[config.mk]
export PLATFORM = sky130hd
export DESIGN_NAME = disk_head_scheduler
export DESIGN_NICKNAME = d
export VERILOG_FILES = /design/src/sv/dhs_pkg.sv /design/src/sv/disk_head_scheduler.sv /design/src/sv/dhs_cell.sv /design/src/sv/dhs_chain.sv
export VERILOG_INCLUDE_DIRS = /design/src /design/src/sv
export SDC_FILE = /design/constraint.sdc
export NUM_CORES = 2
export LEC_CHECK = 0
export BUFFER_PORTS_ARGS = -buffer_cell sky130_fd_sc_hd__buf_2
export CAP_MARGIN = 10
export CORE_UTILIZATION = 25
export CTS_CLUSTER_DIAMETER = 200
export CTS_CLUSTER_SIZE = 8
export DETAILED_ROUTE_END_ITERATION = 16
export PLACE_DENSITY_LB_ADDON = 0.12
export SYNTH_ARGS = -nofsm -noshare
export SYNTH_HDL_FRONTEND = slang
export SYNTH_HIERARCHICAL = 1
export SYNTH_SLANG_ARGS = --single-unit
[constraint.sdc]
create_clock -name clock -period 6.83 [get_ports clock]
set_input_delay 1.366 -clock clock [delete_from_list [all_inputs] [get_ports clock]]
set_output_delay 1.366 -clock clock [all_outputs]
set_load 0.05 [all_outputs]
[src/sv/disk_head_scheduler_assert.svh]
// ----------------------------------------------------------------------------
// disk_head_scheduler assertion macros
// shared wrappers for concurrent checks in the scheduler rtl
// ----------------------------------------------------------------------------
`ifndef DISK_HEAD_SCHEDULER_ASSERT_SVH
`define DISK_HEAD_SCHEDULER_ASSERT_SVH

// check that is switched off while reset is high
`define DHS_ASSERT(label, clk, rst, prop, msg) \
   label: assert property (@(posedge clk) disable iff (rst) prop) else $error(msg);

// check that also covers the reset cycles
`define DHS_ASSERT_ALWAYS(label, clk, prop, msg) \
   label: assert property (@(posedge clk) prop) else $error(msg);

`endif

[src/sv/dhs_pkg.sv]
// ----------------------------------------------------------------------------
// dhs_pkg
// shared types and constants of the disk head scheduler
// ----------------------------------------------------------------------------
`timescale 1ns / 1ps
`default_nettype none

package dhs_pkg;

   localparam int MAX_REQUESTS_DEF  = 32;
   localparam int CYLINDER_BITS_DEF = 16;

   localparam int POS_W      = 16;
   localparam int KIND_W     = 2;
   localparam int TOT_W      = 22;
   localparam int POLICY_W   = 2;
   localparam int CSR_IDX_W  = 2;
   localparam int RSP_DATA_W = ((POS_W + TOT_W + 1 + 7) / 8) * 8;
   localparam int RSP_PAD_W  = RSP_DATA_W - POS_W - TOT_W - 1;

   localparam logic [TOT_W-1:0] TOTAL_MAX = {TOT_W{1'b1}};

   localparam logic [POLICY_W-1:0] POL_SCAN  = 2'd0;
   localparam logic [POLICY_W-1:0] POL_LOOK  = 2'd1;
   localparam logic [POLICY_W-1:0] POL_CSCAN = 2'd2;
   localparam logic [POLICY_W-1:0] POL_CLOOK = 2'd3;

   localparam logic [KIND_W-1:0] KIND_SERVE = 2'd0;
   localparam logic [KIND_W-1:0] KIND_STOP  = 2'd1;
   localparam logic [KIND_W-1:0] KIND_JUMP  = 2'd2;

   localparam logic [CSR_IDX_W-1:0] CSR_POLICY    = 2'd0;
   localparam logic [CSR_IDX_W-1:0] CSR_SWEEP_UP  = 2'd1;
   localparam logic [CSR_IDX_W-1:0] CSR_START_POS = 2'd2;
   localparam logic [CSR_IDX_W-1:0] CSR_DISK_SIZE = 2'd3;

   typedef enum logic [3:0] {
      ST_COLLECT,
      ST_FIND,
      ST_HI_UP,
      ST_LO_DOWN,
      ST_LO_UP,
      ST_END_STOP,
      ST_ZERO_STOP,
      ST_JUMP,
      ST_DONE
   } state_type;

endpackage

`default_nettype wire

[src/sv/disk_head_scheduler.sv]
// ----------------------------------------------------------------------------
// disk_head_scheduler
// SCAN / LOOK / C-SCAN / C-LOOK service order from a sorted row of requests
// ----------------------------------------------------------------------------
// one request item taken per cycle while collecting; each that fits is sorted
// into the cell row on entry; after the last item the split point is found, then
// the sweep phases, stop and jump run in turn and the last result is marked
// an item is released when its successor is made, the last on flush
// synchronous reset: idle and ready, row empty, registers at their reset values
// ----------------------------------------------------------------------------
`timescale 1ns / 1ps
`default_nettype none

`include "disk_head_scheduler_assert.svh"

module disk_head_scheduler import dhs_pkg::*; #(
   parameter int MAX_REQUESTS  = MAX_REQUESTS_DEF,
   parameter int CYLINDER_BITS = CYLINDER_BITS_DEF
) (
   input  wire logic                                   clock,
   input  wire logic                                   reset,
   input  wire logic                                   req_tvalid,
   output logic                                        req_tready,
   // request_cylinder
   input  wire logic [((CYLINDER_BITS+7)/8)*8-1:0]     req_tdata,
   input  wire logic                                   req_tlast,
   output logic                                        rsp_tvalid,
   input  wire logic                                   rsp_tready,
   // position, total_movement, overflowed
   output logic      [RSP_DATA_W-1:0]                  rsp_tdata,
   // step_kind
   output logic      [KIND_W-1:0]                      rsp_tuser,
   output logic                                        rsp_tlast,
   input  wire logic                                   csr_wen,
   input  wire logic [CSR_IDX_W-1:0]                   csr_index,
   input  wire logic [CYLINDER_BITS:0]                 csr_wdata
);

   localparam int CNT_W = $clog2(MAX_REQUESTS + 1);
   localparam int IDX_W = (MAX_REQUESTS > 1) ? $clog2(MAX_REQUESTS) : 1;
   localparam int SUM_W = ((CYLINDER_BITS > TOT_W) ? CYLINDER_BITS : TOT_W) + 1;
   localparam logic [CYLINDER_BITS:0] DISK_FULL = {1'b1, {CYLINDER_BITS{1'b0}}};
   localparam logic [CNT_W-1:0]       CNT_MAX   = CNT_W'(MAX_REQUESTS);

   state_type                state_ff, state_in;
   logic [CNT_W-1:0]         idx_ff, idx_in;
   logic [CNT_W-1:0]         count_ff;
   logic                     drop_ff;
   logic [CNT_W-1:0]         s_ff;
   logic [CYLINDER_BITS-1:0] end_ff;
   logic [CYLINDER_BITS-1:0] head_ff;
   logic [TOT_W-1:0]         total_ff;

   logic [POLICY_W-1:0]      policy_ff;
   logic                     sweep_up_ff;
   logic [CYLINDER_BITS-1:0] start_ff;
   logic [CYLINDER_BITS:0]   disk_size_ff;

   logic                     pend_valid_ff;
   logic [POS_W-1:0]         pend_pos_ff;
   logic [KIND_W-1:0]        pend_kind_ff;
   logic [TOT_W-1:0]         pend_total_ff;

   logic                     rsp_valid_ff;
   logic [POS_W-1:0]         rsp_pos_ff;
   logic [KIND_W-1:0]        rsp_kind_ff;
   logic [TOT_W-1:0]         rsp_total_ff;
   logic                     rsp_last_ff;
   logic                     rsp_ovf_ff;

   logic                     accept;
   logic                     insert;
   logic                     out_free;
   logic                     gen_room;
   logic                     gen_emit;
   logic [CYLINDER_BITS-1:0] gen_pos;
   logic [KIND_W-1:0]        gen_kind;
   logic                     gen_counted;
   logic                     flush;
   logic                     load_out;
   logic [IDX_W-1:0]         rd_idx;
   logic [CYLINDER_BITS-1:0] rd_data;
   logic [CNT_W-1:0]         chain_s;
   logic [CNT_W-1:0]         s_cur;
   logic [CNT_W-1:0]         idx_m1;
   logic [CYLINDER_BITS:0]   size_m1;
   logic [CYLINDER_BITS-1:0] end_calc;
   logic [CYLINDER_BITS-1:0] move_len;
   logic [SUM_W-1:0]         sum;
   logic [TOT_W-1:0]         total_next;
   logic [CYLINDER_BITS+POS_W-1:0] pos_wide;

   function automatic state_type next_phase(state_type st, logic [POLICY_W-1:0] pol,
                                            logic up);
      state_type nx;
      nx = ST_DONE;
      case (st)
         ST_HI_UP: begin
            if (pol == POL_CSCAN) begin
               nx = ST_END_STOP;
            end else if (pol == POL_CLOOK) begin
               nx = ST_JUMP;
            end else if (up) begin
               nx = (pol == POL_SCAN) ? ST_END_STOP : ST_LO_DOWN;
            end
         end
         ST_END_STOP: begin
            nx = (pol == POL_CSCAN) ? ST_JUMP : ST_LO_DOWN;
         end
         ST_LO_DOWN: begin
            if (!up) begin
               nx = (pol == POL_SCAN) ? ST_ZERO_STOP : ST_HI_UP;
            end
         end
         ST_ZERO_STOP: nx = ST_HI_UP;
         ST_JUMP:      nx = ST_LO_UP;
         default:      nx = ST_DONE;
      endcase
      return nx;
   endfunction

   dhs_chain #(
      .MAX_REQUESTS  (MAX_REQUESTS),
      .CYLINDER_BITS (CYLINDER_BITS)
   ) u_chain (
      .clock       (clock),
      .insert      (insert),
      .req_value   (req_tdata[CYLINDER_BITS-1:0]),
      .start       (start_ff),
      .count       (count_ff),
      .rd_idx      (rd_idx),
      .rd_data     (rd_data),
      .below_count (chain_s)
   );

   assign req_tready = (state_ff == ST_COLLECT);
   assign accept     = req_tvalid && req_tready;
   assign insert     = accept && (count_ff < CNT_MAX);
   assign out_free   = !rsp_valid_ff || rsp_tready;
   assign gen_room   = !pend_valid_ff || out_free;
   assign s_cur      = (state_ff == ST_FIND) ? chain_s : s_ff;
   assign idx_m1     = idx_ff - 1'b1;

   assign size_m1  = disk_size_ff - 1'b1;
   assign end_calc = (disk_size_ff == '0 || disk_size_ff > DISK_FULL) ?
                     {CYLINDER_BITS{1'b1}} : size_m1[CYLINDER_BITS-1:0];

   // head movement with saturating running total
   assign move_len   = (gen_pos >= head_ff) ? gen_pos - head_ff : head_ff - gen_pos;
   assign sum        = SUM_W'(total_ff) + SUM_W'(move_len);
   assign total_next = !gen_counted ? total_ff :
                       (sum > SUM_W'(TOTAL_MAX)) ? TOTAL_MAX : sum[TOT_W-1:0];
   assign pos_wide   = {{POS_W{1'b0}}, gen_pos};
   assign load_out   = (gen_emit && pend_valid_ff) || flush;

   always_comb begin
      state_in    = state_ff;
      idx_in      = idx_ff;
      gen_emit    = 1'b0;
      gen_pos     = rd_data;
      gen_kind    = KIND_SERVE;
      gen_counted = 1'b1;
      rd_idx      = idx_ff[IDX_W-1:0];
      flush       = 1'b0;
      case (state_ff)
         ST_COLLECT: begin
            if (accept && req_tlast) begin
               state_in = ST_FIND;
            end
         end
         ST_FIND: begin
            state_in = (policy_ff != POL_CSCAN && policy_ff != POL_CLOOK && !sweep_up_ff) ?
                       ST_LO_DOWN : ST_HI_UP;
         end
         ST_HI_UP: begin
            if (idx_ff == count_ff) begin
               state_in = next_phase(state_ff, policy_ff, sweep_up_ff);
            end else if (gen_room) begin
               gen_emit = 1'b1;
               idx_in   = idx_ff + 1'b1;
            end
         end
         ST_LO_DOWN: begin
            rd_idx = idx_m1[IDX_W-1:0];
            if (idx_ff == '0) begin
               state_in = next_phase(state_ff, policy_ff, sweep_up_ff);
            end else if (gen_room) begin
               gen_emit = 1'b1;
               idx_in   = idx_m1;
            end
         end
         ST_LO_UP: begin
            if (idx_ff >= s_ff) begin
               state_in = ST_DONE;
            end else if (gen_room) begin
               gen_emit = 1'b1;
               idx_in   = idx_ff + 1'b1;
            end
         end
         ST_END_STOP: begin
            gen_pos  = end_ff;
            gen_kind = KIND_STOP;
            if (head_ff == end_ff) begin
               state_in = next_phase(state_ff, policy_ff, sweep_up_ff);
            end else if (gen_room) begin
               gen_emit = 1'b1;
               state_in = next_phase(state_ff, policy_ff, sweep_up_ff);
            end
         end
         ST_ZERO_STOP: begin
            gen_pos  = '0;
            gen_kind = KIND_STOP;
            if (head_ff == '0) begin
               state_in = ST_HI_UP;
            end else if (gen_room) begin
               gen_emit = 1'b1;
               state_in = ST_HI_UP;
            end
         end
         ST_JUMP: begin
            rd_idx      = '0;
            gen_kind    = KIND_JUMP;
            gen_counted = 1'b0;
            if (policy_ff == POL_CSCAN) begin
               gen_pos = '0;
            end
            if (policy_ff == POL_CLOOK && s_ff == '0) begin
               state_in = ST_LO_UP;
            end else if (gen_room) begin
               gen_emit = 1'b1;
               state_in = ST_LO_UP;
            end
         end
         ST_DONE: begin
            if (!pend_valid_ff) begin
               state_in = ST_COLLECT;
            end else if (out_free) begin
               flush    = 1'b1;
               state_in = ST_COLLECT;
            end
         end
         default: begin
            state_in = ST_COLLECT;
         end
      endcase

      if (state_in != state_ff) begin
         case (state_in)
            ST_HI_UP:   idx_in = s_cur;
            ST_LO_DOWN: idx_in = s_cur;
            ST_LO_UP:   idx_in = (policy_ff == POL_CLOOK) ? CNT_W'(1) : '0;
            default:    idx_in = idx_ff;
         endcase
      end
   end

   always_ff @(posedge clock) begin
      if (reset) begin
         state_ff      <= ST_COLLECT;
         idx_ff        <= '0;
         count_ff      <= '0;
         drop_ff       <= 1'b0;
         pend_valid_ff <= 1'b0;
         rsp_valid_ff  <= 1'b0;
         policy_ff     <= POL_SCAN;
         sweep_up_ff   <= 1'b1;
         start_ff      <= '0;
         disk_size_ff  <= DISK_FULL;
      end else begin
         state_ff <= state_in;
         idx_ff   <= idx_in;

         if (csr_wen) begin
            case (csr_index)
               CSR_POLICY:    policy_ff    <= csr_wdata[POLICY_W-1:0];
               CSR_SWEEP_UP:  sweep_up_ff  <= csr_wdata[0];
               CSR_START_POS: start_ff     <= csr_wdata[CYLINDER_BITS-1:0];
               CSR_DISK_SIZE: disk_size_ff <= csr_wdata;
               default: ;
            endcase
         end

         if (insert) begin
            count_ff <= count_ff + 1'b1;
         end else if (accept) begin
            drop_ff <= 1'b1;
         end

         if (state_ff == ST_FIND) begin
            s_ff     <= chain_s;
            end_ff   <= end_calc;
            head_ff  <= start_ff;
            total_ff <= '0;
         end

         if (gen_emit) begin
            head_ff       <= gen_pos;
            total_ff      <= total_next;
            pend_valid_ff <= 1'b1;
            pend_pos_ff   <= pos_wide[POS_W-1:0];
            pend_kind_ff  <= gen_kind;
            pend_total_ff <= total_next;
         end

         if (load_out) begin
            rsp_valid_ff <= 1'b1;
            rsp_pos_ff   <= pend_pos_ff;
            rsp_kind_ff  <= pend_kind_ff;
            rsp_total_ff <= pend_total_ff;
            rsp_last_ff  <= flush;
            rsp_ovf_ff   <= drop_ff;
         end else if (rsp_tready) begin
            rsp_valid_ff <= 1'b0;
         end

         if (flush) begin
            pend_valid_ff <= 1'b0;
            count_ff      <= '0;
            drop_ff       <= 1'b0;
         end
      end
   end

   assign rsp_tvalid = rsp_valid_ff;
   assign rsp_tdata  = {{RSP_PAD_W{1'b0}}, rsp_ovf_ff, rsp_total_ff, rsp_pos_ff};
   assign rsp_tuser  = rsp_kind_ff;
   assign rsp_tlast  = rsp_last_ff;

   `DHS_ASSERT_ALWAYS(a_reset_idle, clock,
      reset |=> (state_ff == ST_COLLECT && !rsp_valid_ff), "not idle after reset")
   `DHS_ASSERT(a_count_bound, clock, reset, count_ff <= CNT_MAX,
      "request count beyond capacity")
   `DHS_ASSERT(a_pend_not_collect, clock, reset, pend_valid_ff |-> state_ff != ST_COLLECT,
      "held result while collecting")
   `DHS_ASSERT(a_walk_bound, clock, reset,
      (state_ff != ST_COLLECT && state_ff != ST_FIND) |->
      (idx_ff <= count_ff && s_ff <= count_ff), "walk index past stored entries")

endmodule

`default_nettype wire

[src/sv/dhs_cell.sv]
// ----------------------------------------------------------------------------
// dhs_cell
// one slot of the sorted request row: shifts up when a smaller item is inserted
// ----------------------------------------------------------------------------
`timescale 1ns / 1ps
`default_nettype none

module dhs_cell import dhs_pkg::*; #(
   parameter int CYLINDER_BITS = CYLINDER_BITS_DEF
) (
   input  wire logic                     clock,
   input  wire logic                     insert,
   input  wire logic                     valid,
   input  wire logic                     left_valid,
   input  wire logic                     left_gt,
   input  wire logic [CYLINDER_BITS-1:0] left_value,
   input  wire logic [CYLINDER_BITS-1:0] req_value,
   input  wire logic [CYLINDER_BITS-1:0] start,
   output logic      [CYLINDER_BITS-1:0] value,
   output logic                          gt,
   output logic                          lt
);

   logic [CYLINDER_BITS-1:0] value_ff;
   logic [CYLINDER_BITS-1:0] value_in;
   logic                     take;

   assign gt       = valid && (value_ff > req_value);
   assign lt       = valid && (value_ff < start);
   assign take     = insert && (gt || (!valid && left_valid));
   assign value_in = left_gt ? left_value : req_value;
   assign value    = value_ff;

   always_ff @(posedge clock) begin
      if (take) begin
         value_ff <= value_in;
      end
   end

endmodule

`default_nettype wire

[src/sv/dhs_chain.sv]
// ----------------------------------------------------------------------------
// dhs_chain
// row of sorting cells with the split point finder and the read port
// ----------------------------------------------------------------------------
`timescale 1ns / 1ps
`default_nettype none

module dhs_chain import dhs_pkg::*; #(
   parameter int MAX_REQUESTS  = MAX_REQUESTS_DEF,
   parameter int CYLINDER_BITS = CYLINDER_BITS_DEF,
   localparam int CNT_W = $clog2(MAX_REQUESTS + 1),
   localparam int IDX_W = (MAX_REQUESTS > 1) ? $clog2(MAX_REQUESTS) : 1
) (
   input  wire logic                     clock,
   input  wire logic                     insert,
   input  wire logic [CYLINDER_BITS-1:0] req_value,
   input  wire logic [CYLINDER_BITS-1:0] start,
   input  wire logic [CNT_W-1:0]         count,
   input  wire logic [IDX_W-1:0]         rd_idx,
   output logic      [CYLINDER_BITS-1:0] rd_data,
   output logic      [CNT_W-1:0]         below_count
);

   logic [CYLINDER_BITS-1:0] cell_value [MAX_REQUESTS];
   logic [MAX_REQUESTS-1:0]  cell_valid;
   logic [MAX_REQUESTS-1:0]  cell_gt;
   logic [MAX_REQUESTS-1:0]  cell_lt;
   logic [MAX_REQUESTS+1:0]  lt_pre;

   for (genvar i = 0; i < MAX_REQUESTS; i++) begin : g_cell
      assign cell_valid[i] = CNT_W'(i) < count;

      if (i == 0) begin : g_head
         dhs_cell #(
            .CYLINDER_BITS(CYLINDER_BITS)
         ) u_cell (
            .clock      (clock),
            .insert     (insert),
            .valid      (cell_valid[i]),
            .left_valid (1'b1),
            .left_gt    (1'b0),
            .left_value (req_value),
            .req_value  (req_value),
            .start      (start),
            .value      (cell_value[i]),
            .gt         (cell_gt[i]),
            .lt         (cell_lt[i])
         );
      end else begin : g_body
         dhs_cell #(
            .CYLINDER_BITS(CYLINDER_BITS)
         ) u_cell (
            .clock      (clock),
            .insert     (insert),
            .valid      (cell_valid[i]),
            .left_valid (cell_valid[i-1]),
            .left_gt    (cell_gt[i-1]),
            .left_value (cell_value[i-1]),
            .req_value  (req_value),
            .start      (start),
            .value      (cell_value[i]),
            .gt         (cell_gt[i]),
            .lt         (cell_lt[i])
         );
      end
   end

   assign rd_data = cell_value[rd_idx];

   // entries below the head form a prefix of the sorted row
   assign lt_pre = {1'b0, cell_lt, 1'b1};

   always_comb begin
      below_count = '0;
      for (int i = 0; i <= MAX_REQUESTS; i++) begin
         if (lt_pre[i] && !lt_pre[i+1]) begin
            below_count = below_count | CNT_W'(i);
         end
      end
   end

endmodule

`default_nettype wire

==> results.ini <==
[run_status]
outcome=complete, but fails checks
violated_checks=negative setup slack

[setup_path]
end_kind=flip-flop
critical_path_class=reg -> reg
critical_path.most_common_cell=sky130_fd_sc_hd__buf_4
crit_path_top_delay_cell=sky130_fd_sc_hd__dfxtp_2
arrival_ps=7700
worst_ep_required_time_ps=7390
critical_path.max_fanout=11
cp-start-kind=flip-flop
timing.critical_path.slowest_cell_delay_ps=330

[floorplan]
top_level_ports=86
chipHeight_um=502
design.core.area_um2=248000
floorplan.rows=183
die-area_um2=252000
initial_utilization_pct=25.1
die_w_um=502

[cells_and_area]
layout-area-overhead-vs-synth_pct=21.1
fin_cells=11000
postLayoutCoreUtil_pct=30.4
design_area_um2=75500
final_net_count=8659
fillCellCount=26000
fraction_of_layout_instances_using_a_drive_strength_above_1_pct=15.0

[detailed_routing]
viasPerCell=5.04
detailroute.via_count=55200
number_of_routed_nets_with_antenna_violations=0
route.detailed.wl_per_inst_um=25.9
drt-total-wl_um=283000
drt-initial-drc-count=4457
drtPass1Iterations=6
drc=0

[timing]
timing_max_transition_violations_final=0
timing.max_slew.rel_slack_pct=19.5
rsz0062_at_grt=yes
hold_violations=0
worst_pin_slew_ps=1210
tns_ps=-5700
post-route-min-period_ps=7140
setup_viol=45
layout_worst_path_cycle_share_pct=105
max_clock_freq_mhz=140
final.setup_skew_ps=90.8
setup_slack_ps=-313

[place]
io_buffer_count=84
detailedPlacementHpwl_um=215000
gp_routability_congestion=0.928
dpl_cell_area_um2=70600
place.detailed.instances=10700
placement.setup.worst_slack_ps=-966

[power]
static_leak_uw=0.0300
power_density_nw_per_um2=308
ir_drop_worst_vdd_uv=411

[clocking]
cts_tree=done
clk_latency_ps=810
cts-root-to-sink-buffers=3
cts_root_buffer=sky130_fd_sc_hd__clkbuf_16
cts.reportedPaths.clkPinSlew_ps=60
cts_num_sinks=709
cts-buffers-inserted=98
cts_max_level=3

[grt]
grt_pass1_vias=54600
grt_remaining_overflow=0
largest_net_degree_at_the_start_of_global_routing=47
grtUsageTotal_pct=22.1
grt_antenna_before_repair=17
grt_first_pass_wirelength_um=401000

[synthesis]
synth_area_per_cell_um2=8.95
synth.yosys.warnings=6
syn_area_um2=62400
post_synth_inst_count=6969

[worst_hold_path]
holdCritPathClass=reg -> reg

[flow_run]
timing.max_cap.violations=0

-- through the flow --
stage | power, uW | hold WS [ps]
2_1_floorplan | 11200 | 400
3_3_place_gp | 16900 | 402
3_5_place_dp | 16900 | 405
4_1_cts | 22800 | 356
5_1_grt | 24500 | 372
6_report | 23200 | 374
-- final timing paths --
kind,from,to,slack (ps),cells past startpoint
worst max-delay path,state_ff[1],pend_pos_ff[2],-310,52
worst min-delay path,pend_pos_ff[7],rsp_pos_ff[7],370,0
worst max register to register,state_ff[1],pend_pos_ff[2],-310,52
worst min register to register,pend_pos_ff[7],rsp_pos_ff[7],370,0
-- sequential cells by signal, summed over array words and instances (netlist names) --
register	count
count_ff	6
disk_size_ff	17
drop_ff	1
end_ff	16
head_ff	16
idx_ff	6
pend_kind_ff	2
pend_pos_ff	16
pend_total_ff	22
pend_valid_ff	1
policy_ff	2
rsp_ovf_ff	1
rsp_pos_ff	16
rsp_tlast	1
rsp_total_ff	22
rsp_tuser	2
rsp_tvalid	1
s_ff	6
start_ff	16
state_ff	4
sweep_up_ff	1
total_ff	22
u_chain/g_cell.g_body.u_cell/value	496
u_chain/g_cell.g_head.u_cell/value	16
-- cell type report --
| type | count | area, um2 | share of cell area [%] |
|---|---|---|---|
| tap | 3330 | 4170 | 5.52 |
| clock inverter | 8 | 205 | 0.272 |
| antenna | 4 | 10.0 | 0.0133 |
| inverter | 1104 | 4140 | 5.49 |
| multi-input combinational | 4942 | 37600 | 49.7 |
| sequential | 709 | 20800 | 27.5 |
| clock buffer | 145 | 2630 | 3.48 |
| timing repair buffer | 708 | 6020 | 7.97 |
-- worst max-delay path, delay by kind of cell, from the launching register on --
| family | cells | cell delay, ps |
|---|---|---|
| compound gates | 5 | 790 |
| simple gates | 5 | 490 |
| buf+inv | 42 | 5240 |
| flops | 1 | 330 |
-- report_power, final --
part,leakage (uW),switching (uW),total [uW],internal (uW)
clock,0.00135,2270,4920,2650
combinational,0.0223,6500,13000,6520
sequential,0.00635,205,5300,5100
-- routing by layer --
metal | vias up | track usage [%] | wire length (um)
met2 | 1361 | 37.2 | 132000
li1 | 26300 | - | -
met4 | 6 | 6.96 | 9780
met5 | - | 0 | 37
met1 | 27200 | 29.3 | 129000
met3 | 351 | 2.47 | 11900
-- placed cells by master (no fill, tap or decap), types with 33 or more instances in the layout --
| cell type | instances |
|---|---|
| sky130_fd_sc_hd__a2111oi_0 | 39 |
| sky130_fd_sc_hd__a2111oi_2 | 35 |
| sky130_fd_sc_hd__a21o_1 | 126 |
| sky130_fd_sc_hd__a21oi_1 | 471 |
| sky130_fd_sc_hd__a22o_1 | 33 |
| sky130_fd_sc_hd__a22oi_1 | 66 |
| sky130_fd_sc_hd__a31oi_1 | 33 |
| sky130_fd_sc_hd__a31oi_2 | 35 |
| sky130_fd_sc_hd__buf_12 | 40 |
| sky130_fd_sc_hd__buf_2 | 83 |
| sky130_fd_sc_hd__buf_4 | 544 |
| sky130_fd_sc_hd__clkbuf_1 | 47 |
| sky130_fd_sc_hd__clkbuf_16 | 102 |
| sky130_fd_sc_hd__dfxtp_1 | 35 |
| sky130_fd_sc_hd__edfxtp_1 | 654 |
| sky130_fd_sc_hd__ha_1 | 1044 |
| sky130_fd_sc_hd__inv_1 | 1095 |
| sky130_fd_sc_hd__mux2_2 | 34 |
| sky130_fd_sc_hd__mux2i_1 | 252 |
| sky130_fd_sc_hd__nand2_1 | 854 |
| sky130_fd_sc_hd__nand2b_1 | 47 |
| sky130_fd_sc_hd__nand3_1 | 126 |
| sky130_fd_sc_hd__nand4_1 | 186 |
| sky130_fd_sc_hd__nor2_1 | 172 |
| sky130_fd_sc_hd__nor2b_1 | 101 |
| sky130_fd_sc_hd__nor3_1 | 57 |
| sky130_fd_sc_hd__o211ai_1 | 35 |
| sky130_fd_sc_hd__o21a_1 | 33 |
| sky130_fd_sc_hd__o21ai_0 | 621 |
| sky130_fd_sc_hd__o21bai_1 | 39 |
| sky130_fd_sc_hd__o41ai_1 | 64 |
| sky130_fd_sc_hd__xor2_1 | 40 |
-- timing repair --
action | 4_1_cts | 5_1_grt
pin swaps | 42 | 50
resized for setup | 128 | 90
hold buffers | 0 | 0
endpoints found under the setup margin | 44 | 47
hold endpoints to repair | 0 | 0
buffers inserted | 94 | 19
gates cloned | 4 | 5
(Power assumes the default switching activity.)
